**src/design/vfcc_pkg.sv**
```systemverilog
// Shared types, constants and helpers for the video frame chain carver.
// No dependencies; every other design file imports this package.
package vfcc_pkg;

    localparam int OFFSET_WIDTH_DEF = 32;
    localparam int WIN_LEN          = 20;
    localparam int FILL_W           = 5;
    localparam int LEN_W            = 24;
    localparam int CHAN_W           = 16;
    localparam int TYPE_W           = 16;
    localparam int SEC_W            = 31;
    localparam int GAP_W            = 8;
    localparam int DAYS_W           = 15;
    localparam int HMS_W            = 17;
    localparam int REP_OFS_W        = 32;
    localparam int CFG_IDX_W        = 8;
    localparam int CFG_DATA_W       = 24;
    localparam int M_TDATA_W        = 176;

    // header magic, bytes 0..3
    localparam logic [7:0] MAGIC_B0 = 8'd68;
    localparam logic [7:0] MAGIC_B1 = 8'd72;
    localparam logic [7:0] MAGIC_B2 = 8'd65;
    localparam logic [7:0] MAGIC_B3 = 8'd86;

    // time word limits
    localparam logic [4:0] HOUR_MAX   = 5'd23;
    localparam logic [5:0] MINSEC_MAX = 6'd59;
    localparam logic [3:0] MONTH_MAX  = 4'd12;
    localparam logic [3:0] MONTH_FEB  = 4'd2;

    // register indexes on the config port
    localparam logic [CFG_IDX_W-1:0] REG_MAX_FRAME_LEN = 8'd0;
    localparam logic [CFG_IDX_W-1:0] REG_GAP_SECONDS   = 8'd1;
    localparam logic [CFG_IDX_W-1:0] REG_START_TYPE    = 8'd2;
    localparam logic [CFG_IDX_W-1:0] REG_MAX_CHANNEL   = 8'd3;

    localparam logic [LEN_W-1:0]  RST_MAX_FRAME_LEN = 24'd1000000;
    localparam logic [GAP_W-1:0]  RST_GAP_SECONDS   = 8'd2;
    localparam logic [TYPE_W-1:0] RST_START_TYPE    = 16'd253;
    localparam logic [CHAN_W-1:0] RST_MAX_CHANNEL   = 16'd15;

    typedef enum logic [2:0] {
        VD_BAD_TIME      = 3'd0,
        VD_BAD_CHAN      = 3'd1,
        VD_NOT_START     = 3'd2,
        VD_STARTED       = 3'd3,
        VD_CONTINUED     = 3'd4,
        VD_CLOSED_RESTRT = 3'd5,
        VD_CLOSED_IDLE   = 3'd6
    } verdict_t;

    typedef struct packed {
        logic [LEN_W-1:0]  max_len;
        logic [GAP_W-1:0]  gap;
        logic [TYPE_W-1:0] start_type;
        logic [CHAN_W-1:0] max_chan;
    } cfg_t;

    // decoded header candidate after the window stage
    typedef struct packed {
        logic              vld;
        logic              cand_ok;   // magic present and length in range
        logic [LEN_W-1:0]  len;
        logic [CHAN_W-1:0] chan;
        logic              chan_bad;
        logic              is_start;
        logic              time_bad;
        logic [DAYS_W-1:0] days;      // civil day count plus one
        logic [HMS_W-1:0]  hms;
    } hdr_t;

    // candidate with time converted to seconds
    typedef struct packed {
        logic              vld;
        logic              cand_ok;
        logic [LEN_W-1:0]  len;
        logic [CHAN_W-1:0] chan;
        logic              chan_bad;
        logic              is_start;
        logic              time_bad;
        logic [SEC_W-1:0]  secs;
    } cand_t;

    typedef struct packed {
        logic [REP_OFS_W-1:0] cend;
        logic [REP_OFS_W-1:0] cstart;
        logic [SEC_W-1:0]     secs;
        logic [CHAN_W-1:0]    chan;
        logic [LEN_W-1:0]     len;
        logic [REP_OFS_W-1:0] ofs;
        verdict_t             verdict;
    } result_t;

    // days before the first of the month, non-leap year
    function automatic logic [8:0] month_days_before(input logic [3:0] mon);
        logic [8:0] d;
        case (mon)
            4'd1:    d = 9'd0;
            4'd2:    d = 9'd31;
            4'd3:    d = 9'd59;
            4'd4:    d = 9'd90;
            4'd5:    d = 9'd120;
            4'd6:    d = 9'd151;
            4'd7:    d = 9'd181;
            4'd8:    d = 9'd212;
            4'd9:    d = 9'd243;
            4'd10:   d = 9'd273;
            4'd11:   d = 9'd304;
            4'd12:   d = 9'd334;
            default: d = 9'd0;
        endcase
        return d;
    endfunction

endpackage

```
**src/design/video_frame_chain_carver_unit.sv**
```systemverilog
// Video frame chain carver, top level. Bytes move through the window, header and
// candidate registers into the result buffer. Throughput: one byte per cycle, set by the
// four-stage byte pipeline (window, decode, seconds, classify); it stalls only when both
// result buffer entries are full. Reset (aresetn low, synchronous) clears the window
// fill, offsets, skip count, chain state and result buffer, and loads register defaults.
// Depends on vfcc_pkg, vfcc_hdr_front, vfcc_time_stage, vfcc_chain_ctrl, vfcc_out_buf.
module video_frame_chain_carver_unit
    import vfcc_pkg::*;
#(
    parameter int OFFSET_WIDTH = OFFSET_WIDTH_DEF
) (
    input  logic                  aclk,
    input  logic                  aresetn,
    // input byte stream
    input  logic                  s_tvalid,
    output logic                  s_tready,
    input  logic [7:0]            s_tdata,    // [7:0] data_byte
    // result stream
    output logic                  m_tvalid,
    input  logic                  m_tready,
    // [2:0] verdict, [34:3] frame_offset, [58:35] frame_length,
    // [74:59] channel_number, [105:75] frame_seconds,
    // [137:106] closed_chain_start, [169:138] closed_chain_end, [175:170] zero
    output logic [M_TDATA_W-1:0]  m_tdata,
    // configuration writes
    input  logic                  cfg_valid,
    output logic                  cfg_ready,
    input  logic [CFG_IDX_W-1:0]  cfg_index,
    input  logic [CFG_DATA_W-1:0] cfg_data
);

    cfg_t    cfg_reg;
    logic    en;
    hdr_t    hdr;
    cand_t   cand;
    logic    push;
    result_t res;

    // Registers must be written only while the pipeline is empty, so the decode
    // stages may read them directly; the block itself does not enforce this.
    assign cfg_ready = 1'b1;

    always_ff @(posedge aclk) begin
        if (!aresetn) begin
            cfg_reg.max_len    <= RST_MAX_FRAME_LEN;
            cfg_reg.gap        <= RST_GAP_SECONDS;
            cfg_reg.start_type <= RST_START_TYPE;
            cfg_reg.max_chan   <= RST_MAX_CHANNEL;
        end else if (cfg_valid) begin
            case (cfg_index)
                REG_MAX_FRAME_LEN: cfg_reg.max_len    <= cfg_data[LEN_W-1:0];
                REG_GAP_SECONDS:   cfg_reg.gap        <= cfg_data[GAP_W-1:0];
                REG_START_TYPE:    cfg_reg.start_type <= cfg_data[TYPE_W-1:0];
                REG_MAX_CHANNEL:   cfg_reg.max_chan   <= cfg_data[CHAN_W-1:0];
                default: ;  // unknown index: write dropped
            endcase
        end
    end

    // The whole byte pipeline advances together; bubbles flow as invalid
    // stages so the tail of a stream drains without further input.
    assign s_tready = en;

    // stage 1/2: 20-byte window and header field decode
    vfcc_hdr_front u_hdr_front (
        .aclk       (aclk),
        .aresetn    (aresetn),
        .en_i       (en),
        .byte_vld_i (s_tvalid),
        .byte_i     (s_tdata),
        .cfg_i      (cfg_reg),
        .hdr_o      (hdr)
    );

    // stage 3: packed time to seconds since the epoch
    vfcc_time_stage u_time_stage (
        .aclk    (aclk),
        .aresetn (aresetn),
        .en_i    (en),
        .hdr_i   (hdr),
        .cand_o  (cand)
    );

    // stage 4: skip/fill tracking and chain classification
    vfcc_chain_ctrl #(
        .OFFSET_WIDTH (OFFSET_WIDTH)
    ) u_chain_ctrl (
        .aclk    (aclk),
        .aresetn (aresetn),
        .en_i    (en),
        .cand_i  (cand),
        .gap_i   (cfg_reg.gap),
        .push_o  (push),
        .res_o   (res)
    );

    // result buffer: keeps taking bytes while one request waits
    vfcc_out_buf u_out_buf (
        .aclk     (aclk),
        .aresetn  (aresetn),
        .push_i   (push),
        .res_i    (res),
        .space_o  (en),
        .m_tvalid (m_tvalid),
        .m_tready (m_tready),
        .m_tdata  (m_tdata)
    );

endmodule

```
**src/design/vfcc_hdr_front.sv**
```systemverilog
// Byte window shift line and header field decode (pipeline stages 1 and 2).
// Depends on vfcc_pkg.
module vfcc_hdr_front
    import vfcc_pkg::*;
(
    input  logic       aclk,
    input  logic       aresetn,
    input  logic       en_i,
    input  logic       byte_vld_i,
    input  logic [7:0] byte_i,
    input  cfg_t       cfg_i,
    output hdr_t       hdr_o
);

    logic [7:0] win_reg [WIN_LEN];
    logic       win_vld_reg;
    hdr_t       hdr_reg;
    hdr_t       hdr_next;

    logic [31:0] len32;
    logic [31:0] tword;
    logic [5:0]  yoff;
    logic [3:0]  mon;
    logic [4:0]  mday;
    logic [4:0]  hour;
    logic [5:0]  minute;
    logic [5:0]  sec;
    logic [6:0]  y_plus3;
    logic        leap;
    logic        magic_ok;
    logic        len_ok;

    always_ff @(posedge aclk) begin
        if (!aresetn) begin
            win_vld_reg <= 1'b0;
            hdr_reg.vld <= 1'b0;
        end else if (en_i) begin
            win_vld_reg <= byte_vld_i;
            hdr_reg     <= hdr_next;
        end
        if (en_i && byte_vld_i) begin
            for (int i = 0; i < WIN_LEN - 1; i++) begin
                win_reg[i] <= win_reg[i+1];
            end
            win_reg[WIN_LEN-1] <= byte_i;
        end
    end

    always_comb begin
        len32  = {win_reg[15], win_reg[14], win_reg[13], win_reg[12]};
        tword  = {win_reg[19], win_reg[18], win_reg[17], win_reg[16]};
        yoff   = tword[31:26];
        mon    = tword[25:22];
        mday   = tword[21:17];
        hour   = tword[16:12];
        minute = tword[11:6];
        sec    = tword[5:0];

        magic_ok = (win_reg[0] == MAGIC_B0) && (win_reg[1] == MAGIC_B1) &&
                   (win_reg[2] == MAGIC_B2) && (win_reg[3] == MAGIC_B3);
        len_ok   = (len32[31:LEN_W] == '0) && (len32[LEN_W-1:0] <= cfg_i.max_len) &&
                   (len32 >= 32'(WIN_LEN));

        y_plus3 = {1'b0, yoff} + 7'd3;
        leap    = (yoff[1:0] == 2'b00) && (mon > MONTH_FEB);

        hdr_next.vld      = win_vld_reg;
        hdr_next.cand_ok  = magic_ok && len_ok;
        hdr_next.len      = len32[LEN_W-1:0];
        hdr_next.chan     = {win_reg[7], win_reg[6]};
        hdr_next.chan_bad = {win_reg[7], win_reg[6]} > cfg_i.max_chan;
        hdr_next.is_start = {win_reg[5], win_reg[4]} == cfg_i.start_type;
        hdr_next.time_bad = (hour > HOUR_MAX) || (minute > MINSEC_MAX) ||
                            (sec > MINSEC_MAX) || (mon == 4'd0) || (mon > MONTH_MAX);
        // day count is one above the civil count so that it never goes negative
        hdr_next.days     = DAYS_W'(yoff) * DAYS_W'(365) + DAYS_W'(y_plus3[6:2]) +
                            DAYS_W'(month_days_before(mon)) + DAYS_W'(leap) +
                            DAYS_W'(mday);
        hdr_next.hms      = HMS_W'(hour) * HMS_W'(3600) + HMS_W'(minute) * HMS_W'(60) +
                            HMS_W'(sec);
    end

    assign hdr_o = hdr_reg;

endmodule

```
**src/design/vfcc_time_stage.sv**
```systemverilog
// Converts the day count and time of day to seconds since the epoch (stage 3).
// Depends on vfcc_pkg.
module vfcc_time_stage
    import vfcc_pkg::*;
(
    input  logic  aclk,
    input  logic  aresetn,
    input  logic  en_i,
    input  hdr_t  hdr_i,
    output cand_t cand_o
);

    cand_t       cand_reg;
    cand_t       cand_next;
    logic [31:0] day_secs;
    logic [31:0] total;

    always_comb begin
        day_secs = 32'(hdr_i.days - DAYS_W'(1)) * 32'd86400;
        total    = day_secs + 32'(hdr_i.hms);

        cand_next.vld      = hdr_i.vld;
        cand_next.cand_ok  = hdr_i.cand_ok;
        cand_next.len      = hdr_i.len;
        cand_next.chan     = hdr_i.chan;
        cand_next.chan_bad = hdr_i.chan_bad;
        cand_next.is_start = hdr_i.is_start;
        cand_next.time_bad = hdr_i.time_bad;
        // day zero of the first month lies before the epoch: clamp to zero
        cand_next.secs     = (hdr_i.days == '0) ? '0 : total[SEC_W-1:0];
    end

    always_ff @(posedge aclk) begin
        if (!aresetn) begin
            cand_reg.vld <= 1'b0;
        end else if (en_i) begin
            cand_reg <= cand_next;
        end
    end

    assign cand_o = cand_reg;

endmodule

```
**src/design/vfcc_chain_ctrl.sv**
```systemverilog
// Fill and skip tracking, frame classification and chain state (stage 4).
// Depends on vfcc_pkg.
module vfcc_chain_ctrl
    import vfcc_pkg::*;
#(
    parameter int OFFSET_WIDTH = OFFSET_WIDTH_DEF
) (
    input  logic             aclk,
    input  logic             aresetn,
    input  logic             en_i,
    input  cand_t            cand_i,
    input  logic [GAP_W-1:0] gap_i,
    output logic             push_o,
    output result_t          res_o
);

    logic [FILL_W-1:0]       fill_reg,       fill_next;
    logic [OFFSET_WIDTH-1:0] ofs_reg,        ofs_next;
    logic [LEN_W-1:0]        skip_reg,       skip_next;
    logic                    in_chain_reg,   in_chain_next;
    logic [CHAN_W-1:0]       last_chan_reg,  last_chan_next;
    logic [SEC_W-1:0]        last_sec_reg,   last_sec_next;
    logic [OFFSET_WIDTH-1:0] first_ofs_reg,  first_ofs_next;
    logic [OFFSET_WIDTH-1:0] last_end_reg,   last_end_next;

    logic                    step;
    logic                    match;
    logic                    take;
    logic                    chain_upd;
    logic [OFFSET_WIDTH-1:0] cur_ofs;
    logic [OFFSET_WIDTH-1:0] end_ofs;
    logic signed [SEC_W+1:0] diff;
    logic                    cont;
    verdict_t                verdict;
    logic [OFFSET_WIDTH-1:0] cstart;
    logic [OFFSET_WIDTH-1:0] cend;

    always_comb begin
        step    = en_i && cand_i.vld;
        cur_ofs = ofs_reg - OFFSET_WIDTH'(WIN_LEN - 1);
        end_ofs = cur_ofs + OFFSET_WIDTH'(cand_i.len);
        match   = (skip_reg == '0) && (fill_reg >= FILL_W'(WIN_LEN - 1)) && cand_i.cand_ok;
        diff    = $signed({2'b00, cand_i.secs}) - $signed({2'b00, last_sec_reg});
        cont    = (diff < $signed({(SEC_W + 2 - GAP_W)'(0), gap_i})) &&
                  (cand_i.chan == last_chan_reg);

        verdict       = VD_NOT_START;
        take          = 1'b0;
        chain_upd     = 1'b0;
        cstart        = '0;
        cend          = '0;
        in_chain_next = in_chain_reg;
        first_ofs_next = first_ofs_reg;

        if (cand_i.time_bad) begin
            verdict = VD_BAD_TIME;
            take    = 1'b1;
        end else if (cand_i.chan_bad) begin
            verdict = VD_BAD_CHAN;
            take    = 1'b1;
        end else if (in_chain_reg) begin
            if (cont) begin
                verdict = VD_CONTINUED;
                take    = 1'b1;
            end else begin
                cstart        = first_ofs_reg;
                cend          = last_end_reg;
                in_chain_next = 1'b0;
                if (cand_i.is_start) begin
                    verdict        = VD_CLOSED_RESTRT;
                    in_chain_next  = 1'b1;
                    first_ofs_next = cur_ofs;
                    take           = 1'b1;
                end else begin
                    verdict = VD_CLOSED_IDLE;
                end
            end
            chain_upd = take;
        end else if (cand_i.is_start) begin
            verdict        = VD_STARTED;
            in_chain_next  = 1'b1;
            first_ofs_next = cur_ofs;
            take           = 1'b1;
            chain_upd      = 1'b1;
        end

        fill_next      = fill_reg;
        ofs_next       = ofs_reg;
        skip_next      = skip_reg;
        last_chan_next = last_chan_reg;
        last_sec_next  = last_sec_reg;
        last_end_next  = last_end_reg;
        push_o         = 1'b0;

        if (step) begin
            ofs_next = ofs_reg + OFFSET_WIDTH'(1);
            if (skip_reg != '0) begin
                skip_next      = skip_reg - LEN_W'(1);
                in_chain_next  = in_chain_reg;
                first_ofs_next = first_ofs_reg;
            end else begin
                if (fill_reg < FILL_W'(WIN_LEN)) begin
                    fill_next = fill_reg + FILL_W'(1);
                end
                if (match) begin
                    push_o = 1'b1;
                    if (chain_upd) begin
                        last_chan_next = cand_i.chan;
                        last_sec_next  = cand_i.secs;
                        last_end_next  = end_ofs;
                    end
                    if (take) begin
                        skip_next = cand_i.len - LEN_W'(WIN_LEN);
                        fill_next = '0;
                    end
                end else begin
                    in_chain_next  = in_chain_reg;
                    first_ofs_next = first_ofs_reg;
                end
            end
        end else begin
            in_chain_next  = in_chain_reg;
            first_ofs_next = first_ofs_reg;
        end

        res_o.verdict = verdict;
        res_o.ofs     = REP_OFS_W'(cur_ofs);
        res_o.len     = cand_i.len;
        res_o.chan    = cand_i.chan;
        res_o.secs    = cand_i.time_bad ? '0 : cand_i.secs;
        res_o.cstart  = REP_OFS_W'(cstart);
        res_o.cend    = REP_OFS_W'(cend);
    end

    always_ff @(posedge aclk) begin
        if (!aresetn) begin
            fill_reg      <= '0;
            ofs_reg       <= '0;
            skip_reg      <= '0;
            in_chain_reg  <= 1'b0;
            last_chan_reg <= '0;
            last_sec_reg  <= '0;
            first_ofs_reg <= '0;
            last_end_reg  <= '0;
        end else begin
            fill_reg      <= fill_next;
            ofs_reg       <= ofs_next;
            skip_reg      <= skip_next;
            in_chain_reg  <= in_chain_next;
            last_chan_reg <= last_chan_next;
            last_sec_reg  <= last_sec_next;
            first_ofs_reg <= first_ofs_next;
            last_end_reg  <= last_end_next;
        end
    end

    // bytes inside a skipped frame never produce a request
    a_skip_silent: assert property (@(posedge aclk) disable iff (!aresetn)
        (step && skip_reg != '0) |-> !push_o)
        else $error("request raised while skipping a frame");

    // a frame taken whole restarts the window from empty
    a_take_clears_fill: assert property (@(posedge aclk) disable iff (!aresetn)
        (push_o && take) |=> (fill_reg == '0))
        else $error("window fill not cleared after a taken frame");

    // chain state only moves on a classified frame
    a_chain_steady: assert property (@(posedge aclk) disable iff (!aresetn)
        !push_o |=> (in_chain_reg == $past(in_chain_reg)) &&
                    (first_ofs_reg == $past(first_ofs_reg)))
        else $error("chain state changed without a classified frame");

endmodule

```
**src/design/vfcc_out_buf.sv**
```systemverilog
// Two-entry result buffer driving the master-side stream.
// Depends on vfcc_pkg.
module vfcc_out_buf
    import vfcc_pkg::*;
(
    input  logic                 aclk,
    input  logic                 aresetn,
    input  logic                 push_i,
    input  result_t              res_i,
    output logic                 space_o,
    output logic                 m_tvalid,
    input  logic                 m_tready,
    output logic [M_TDATA_W-1:0] m_tdata
);

    localparam int PAD_W = M_TDATA_W - $bits(result_t);

    logic [1:0] count_reg, count_next;
    result_t    slot0_reg, slot0_next;
    result_t    slot1_reg, slot1_next;
    logic       pop;

    always_comb begin
        pop        = m_tvalid && m_tready;
        count_next = count_reg;
        slot0_next = slot0_reg;
        slot1_next = slot1_reg;
        if (pop) begin
            slot0_next = slot1_reg;
            count_next = count_reg - 2'd1;
        end
        if (push_i) begin
            if (count_next == 2'd0) begin
                slot0_next = res_i;
            end else begin
                slot1_next = res_i;
            end
            count_next = count_next + 2'd1;
        end
    end

    always_ff @(posedge aclk) begin
        if (!aresetn) begin
            count_reg <= '0;
        end else begin
            count_reg <= count_next;
        end
        slot0_reg <= slot0_next;
        slot1_reg <= slot1_next;
    end

    assign space_o  = (count_reg != 2'd2);
    assign m_tvalid = (count_reg != 2'd0);
    assign m_tdata  = {PAD_W'(0), slot0_reg};

    a_no_overflow: assert property (@(posedge aclk) disable iff (!aresetn)
        (count_reg == 2'd2) |-> !push_i)
        else $error("result buffer overflow");

    a_count_range: assert property (@(posedge aclk) disable iff (!aresetn)
        count_reg != 2'd3)
        else $error("result buffer count out of range");

endmodule

```
**config.mk**
```make
export PLATFORM = sky130hd
export DESIGN_NAME = video_frame_chain_carver_unit
export DESIGN_NICKNAME = d
export VERILOG_FILES = /design/src/design/vfcc_pkg.sv /design/src/design/video_frame_chain_carver_unit.sv /design/src/design/vfcc_hdr_front.sv /design/src/design/vfcc_time_stage.sv /design/src/design/vfcc_chain_ctrl.sv /design/src/design/vfcc_out_buf.sv
export SDC_FILE = /design/constraint.sdc
export NUM_CORES = 2
export LEC_CHECK = 0
export ABC_AREA = 1
export BUFFER_PORTS_ARGS = -buffer_cell sky130_fd_sc_hd__buf_4
export CORE_MARGIN = 2
export CORE_UTILIZATION = 39
export DETAILED_ROUTE_END_ITERATION = 16
export PLACE_DENSITY = 0.61
export SYNTH_ARGS = -nofsm -noshare
export SYNTH_HDL_FRONTEND = slang
export SYNTH_HIERARCHICAL = 1
export SYNTH_SLANG_ARGS = --single-unit
```
**constraint.sdc**
```tcl
create_clock -name aclk -period 25.2 [get_ports aclk]
set_input_delay 5.04 -clock aclk [delete_from_list [all_inputs] [get_ports aclk]]
set_output_delay 5.04 -clock aclk [all_outputs]
set_load 0.03 [all_outputs]
```
* After elaboration in Yosys (flattened, before gate mapping)
Memory sizes are Yosys's and may differ from the RTL's.
Index checks and enable logic that the tools add are counted.
W data, S select, Z words.
** Operators by class
- Reductions and logical operators :: 39
- Order comparisons :: 11
- $add $sub $neg :: 18
- Mux-type cells :: 41
- $mul :: 4
- Equality and inequality tests :: 11
- Bitwise gates (word level) :: 4
** Operator list (count)
- $mux W170 :: 3
- $mux W32 :: 11
- $mux W24 :: 3
- $lt A33 B9 Y1 :: 1
- $add A32 B1 Y32 const B :: 1
- $add A32 B24 Y32 :: 1
- $eq A16 B16 Y1 :: 2
- $eq A8 B7 Y1 const B :: 4
- $ge A32 B5 Y1 const B :: 1
- $mul A32 B10 Y24 const B :: 1
- $sub A31 B31 Y32 :: 1
- $sub A32 B5 Y32 const B :: 1
- $add A31 B17 Y31 :: 1
- $mux W31 :: 1
- $add A15 B5 Y15 :: 2
- $le A24 B24 Y1 :: 1
- $logic_not A24 Y1 :: 1
- $reduce_bool A24 Y1 :: 1
- $sub A24 B1 Y24 const B :: 1
- $sub A24 B5 Y24 const B :: 1
- $add A17 B12 Y17 :: 1
- $add A17 B6 Y17 :: 1
- $eq A8 B2 Y1 const B :: 2
- $gt A16 B16 Y1 :: 1
- 35 further kinds :: 84
** Word-level totals
- Flip-flop bits (word level) :: 733
- Output and inout bits :: 179
- ROM bits :: 144
- Logic and storage cells :: 175
- Memory bits (writable) :: 160
- Memories kept :: 2
** Memories
- u_hdr_front.win_reg :: depth 20, bits a word 8, rd ports 20, clocked after memory_dff 0, wr ports 20, line vfcc_hdr_front.sv:15 : logic [7:0] win_reg [WIN_LEN];
- (no name shown) :: depth 16, bits a word 9, rd ports 1, clocked after memory_dff 0, wr ports 0, line vfcc_pkg.sv:98 : case (mon)

* Depth between registers and ports, before layout
- Word-level depth :: 10
- Mapped depth :: 34

* Hierarchy
The synthesis kept the hierarchy.
** By module, submodules not included
- vfcc_chain_ctrl :: sequential area each 3463.3 um2, area an instance 13952.1 um2, cells an instance 2283, instances 1
- vfcc_hdr_front :: sequential area each 7126.8 um2, area an instance 12533.3 um2, cells an instance 1019, instances 1
- vfcc_out_buf :: sequential area each 8548.2 um2, area an instance 12513.3 um2, cells an instance 1149, instances 1
- vfcc_time_stage :: sequential area each 2272.2 um2, area an instance 7004.2 um2, cells an instance 840, instances 1
- video_frame_chain_carver_unit :: sequential area each 1281.2 um2, area an instance 2666.3 um2, cells an instance 369, instances 1

* Least setup slack after synthesis
OpenSTA, ideal clock, no wires.
- Path kind :: input port to flip-flop
- From :: in m_tready
- To :: reg u_out_buf/slot1_reg[0] (netlist name), enable pin
- Arrival time :: 12.695 ns
- Buffers on the path :: 1
- Stages :: 7
- Data required time :: 24.497 ns
- Library setup time :: 0.703 ns
- Slack :: 11.802 ns
- Path through :: nand2_1 buf_2 nand2_1 nand2_1 inv_1 ha_1 nor2_1
** On the way
- Longest elaborated chain between the ends :: 5
** RTL lines
- start: declaration :: line video_frame_chain_carver_unit.sv:20 : input logic m_tready,
- $logic_and A1 B1 Y1 :: line vfcc_out_buf.sv:24 : pop = m_tvalid && m_tready;
- $mux W2 :: line vfcc_out_buf.sv:28 : if (pop) begin
- $logic_not A2 Y1 :: line vfcc_out_buf.sv:33 : if (count_next == 2'd0) begin
- $not A1 Y1 (no source line)
- $reduce_and A2 Y1 (no source line)
- end signal: assignment :: line vfcc_out_buf.sv:49 : slot1_reg <= slot1_next;
- end: declaration :: line vfcc_out_buf.sv:20 : result_t slot1_reg, slot1_next;
No other way between the ends.
A chain may end at the register's enable or synchronous reset.

* Worst setup path after layout
- From :: in m_tready
- To :: reg u_out_buf/slot1_reg[87] (netlist name), enable pin
Same word-level chain as after synthesis.

==> metrics.yaml <==
postSynthCellCount: 5660
clk_pin_slew_ns: 0.06
die_w_um: 357.3
worst-path-max-fanout: 143
grt_pass1_wl_um: 197500
clk_latency_ns: 0.69
cp.required_ns: 25.49
cap_viol_max_count: 0
grt_pass1_vias: 35810
port_buffers: 216
max_freq_ghz: 0.1346
drive_above_1_share_pct: 9.310
nets: 6179
dpl.hpwl_um: 89930
worstPathCellList: "buf_6 > nand2_4 > nand2_1 > nand2_1 > ha_1 > nor2_4 > buf_12"
drtIter0Drc: 3031
wl_um: 124600
yosysSeqAreaShare_pct: 46.62
cpPeakStageDelay_ns: 0.78
root_buffer: "clkbuf_16"
dr.pass1.iters: 12
routedWlPerCell_um: 16.65
yosysTopAreaCell: "edfxtp_1"
finalSetupTns_ns: 0
n_fill_cell: 12130
failed_checks: "design-rule violations"
antenna_found_initial: 0
avgViaCountPerCell: 4.983
setup_viol_count_final: 0
vias: 37270
endpoint_kind: "register"
cp_top_family: "simple AND/OR/NAND/NOR gates"
drv_slew: 0
crit_buf_inv: 2
hp-class: "register to register"
overflow: 0
crit_top_cell: "nand2_1"
place_congestion: 0.8933
critPathKind: "input pin to register"
synth_area_leaders: "edfxtp_1, dfxtp_1, nand2_1"
die_area_um2: 127600
grt_max_degree: 144
slew_headroom_pct: 29.18
cts_inserted_buffers: 98
drc: 24
synthesis.area_um2: 48670
htree_num_levels: 3
critPathLaunchType: "input pin"
synth_cell_types: 74
antenna_cells: 0
synth.avg_cell_area_um2: 8.599
area_growth_pct: 11.97
track_usage_pct: 19.36
rows: 129
cts_hold_buf: 0
worst_slack_ns: 17.77
synth_edf_count: 481
post_cts_buffers: 0
yosys_register_bits: 893
core_um2: 123800
cts_buffer_depth: 3
fp.dieH_um: 357.3
dp_slack_ns: 17.17
io_pins: 224
ant_nets: 0
tightest_slew_ns: 1.062
arrival_ns: 7.72
period_share_pct: 29.48
hold_viol_final: 0
cpMaxStageDelayCell: "nor2_4"
rsz0062_at_grt: "false"
clock_sinks: 893
fin_skew_ns: 0.03776
async_flop_share_pct: 0
initial_core_util_pct: 39.31
fin_crit_ns: 7.429
synth-warning-count: 6
outcome: "complete, but fails checks"
synthFlopType: "edfxtp_1"
postCtsResizedCells: 0
cts_tree: "built"
synth.top_cell.area_share_pct: 29.68
[synth_stat cells, types with 3 or more instances]
master    number
clkinv_1       6
nor2_2        25
a21oi_2        9
inv_1        731
nand3b_1      15
nor3_2         6
o21bai_1      10
inv_2         20
nor3_1        38
a21oi_1      290
o21a_1         4
o21ai_0      120
nand2_1     1072
nand3_2       15
o211ai_1       3
nor4_1        13
o31ai_1        3
clkbuf_1      51
o21ai_1       76
xor2_1       111
nand3_1      423
nor3b_1        3
or2_2          6
buf_1          9
buf_2         87
or2_1          3
buf_4         63
nor2_1       753
buf_6         36
a31oi_1      181
fa_1          86
ha_1         290
edfxtp_1     481
a21o_1        11
nor2_4        10
dfxtp_1      412
nand4_1       51
xnor2_1       54
nand2_2       31
and2_1         6
a21boi_0       5
[layout by cell type (no fill, tap or decap), types with 11 or more instances in the layout]
| cell type | Yosys | layout |
|---|---|---|
| a21o_1 | 11 | 11 |
| a21oi_1 | 290 | 290 |
| a31oi_1 | 181 | 181 |
| buf_4 | 63 | 239 |
| bufinv_16 | 0 | 13 |
| clkbuf_1 | 51 | 22 |
| clkbuf_16 | 0 | 100 |
| clkinv_1 | 6 | 16 |
| clkinv_2 | 0 | 16 |
| dfxtp_1 | 412 | 412 |
| edfxtp_1 | 481 | 481 |
| fa_1 | 86 | 86 |
| ha_1 | 290 | 290 |
| inv_1 | 731 | 727 |
| inv_2 | 20 | 20 |
| nand2_1 | 1072 | 1071 |
| nand2_2 | 31 | 29 |
| nand3_1 | 423 | 423 |
| nand3_2 | 15 | 15 |
| nand3b_1 | 15 | 15 |
| nand4_1 | 51 | 51 |
| nor2_1 | 753 | 750 |
| nor2_2 | 25 | 24 |
| nor2_4 | 10 | 14 |
| nor3_1 | 38 | 38 |
| nor4_1 | 13 | 13 |
| o21ai_0 | 120 | 120 |
| o21ai_1 | 76 | 76 |
| xnor2_1 | 54 | 54 |
| xor2_1 | 111 | 111 |
[through the flow]
step | utilization (%) | area [µm²] | hold WS [ns] | cells
6_report | 44.02 | 54490 | 0.4086 | 7480
5_1_grt | 44.02 | 54490 | 0.4184 | 7480
3_3_place_gp | 41.25 | 51070 | 0.4009 | 7295
3_5_place_dp | 41.25 | 51070 | 0.4045 | 7295
4_1_cts | 44.02 | 54490 | 0.4153 | 7480
2_1_floorplan | - | 48690 | 0.4003 | 5665
[cells by family (layout without fill, tap and decap cells)]
family	Yosys count	count (layout)	synth area share (%)
other cells	2	7	0.01543
compound gates	729	729	8.358
xor+xnor	166	166	3.003
fa+ha+maj	376	376	10.99
buf+inv	1006	1184	9.067
mux	2	2	0.04113
flops	893	893	46.62
simple gates	2486	2486	21.90
[metal layers]
| layer | vias to the layer above | wire length [µm] | global-route usage (%) |
|---|---|---|---|
| li1 | 18730 | - | - |
| met1 | 17480 | 55370 | 25.35 |
| met2 | 895 | 58460 | 32.67 |
| met3 | 171 | 7428 | 3.403 |
| met4 | 0 | 3311 | 5.622 |
| met5 | - | 0 | 0 |
[final timing paths]
check / startpoint / to / slack [ns] / cells past startpoint
min reg2reg: u_hdr_front/win_reg[2][10] / u_hdr_front/win_reg[2][2] / 0.41 / 0
min: u_hdr_front/win_reg[2][10] / u_hdr_front/win_reg[2][2] / 0.41 / 0
max reg2reg: u_hdr_front/hdr_o[17] / u_time_stage/cand_o[30] / 18.91 / 28
max: m_tready / u_out_buf/slot1_reg[87] / 17.77 / 7
[final cells by class]
class	instances	area [µm²]	share of cell area, %
sequential	893	22690	41.64
clock buffer	131	2709	4.971
multi-input combinational	3766	21640	39.71
inverter	757	2854	5.237
tap	1637	2048	3.759
timing repair buffer	242	1837	3.371
clock inverter	54	716.9	1.316
Power is not shown: default switching activity piles up to over one toggle a cycle in this logic, so the estimate is an artifact.
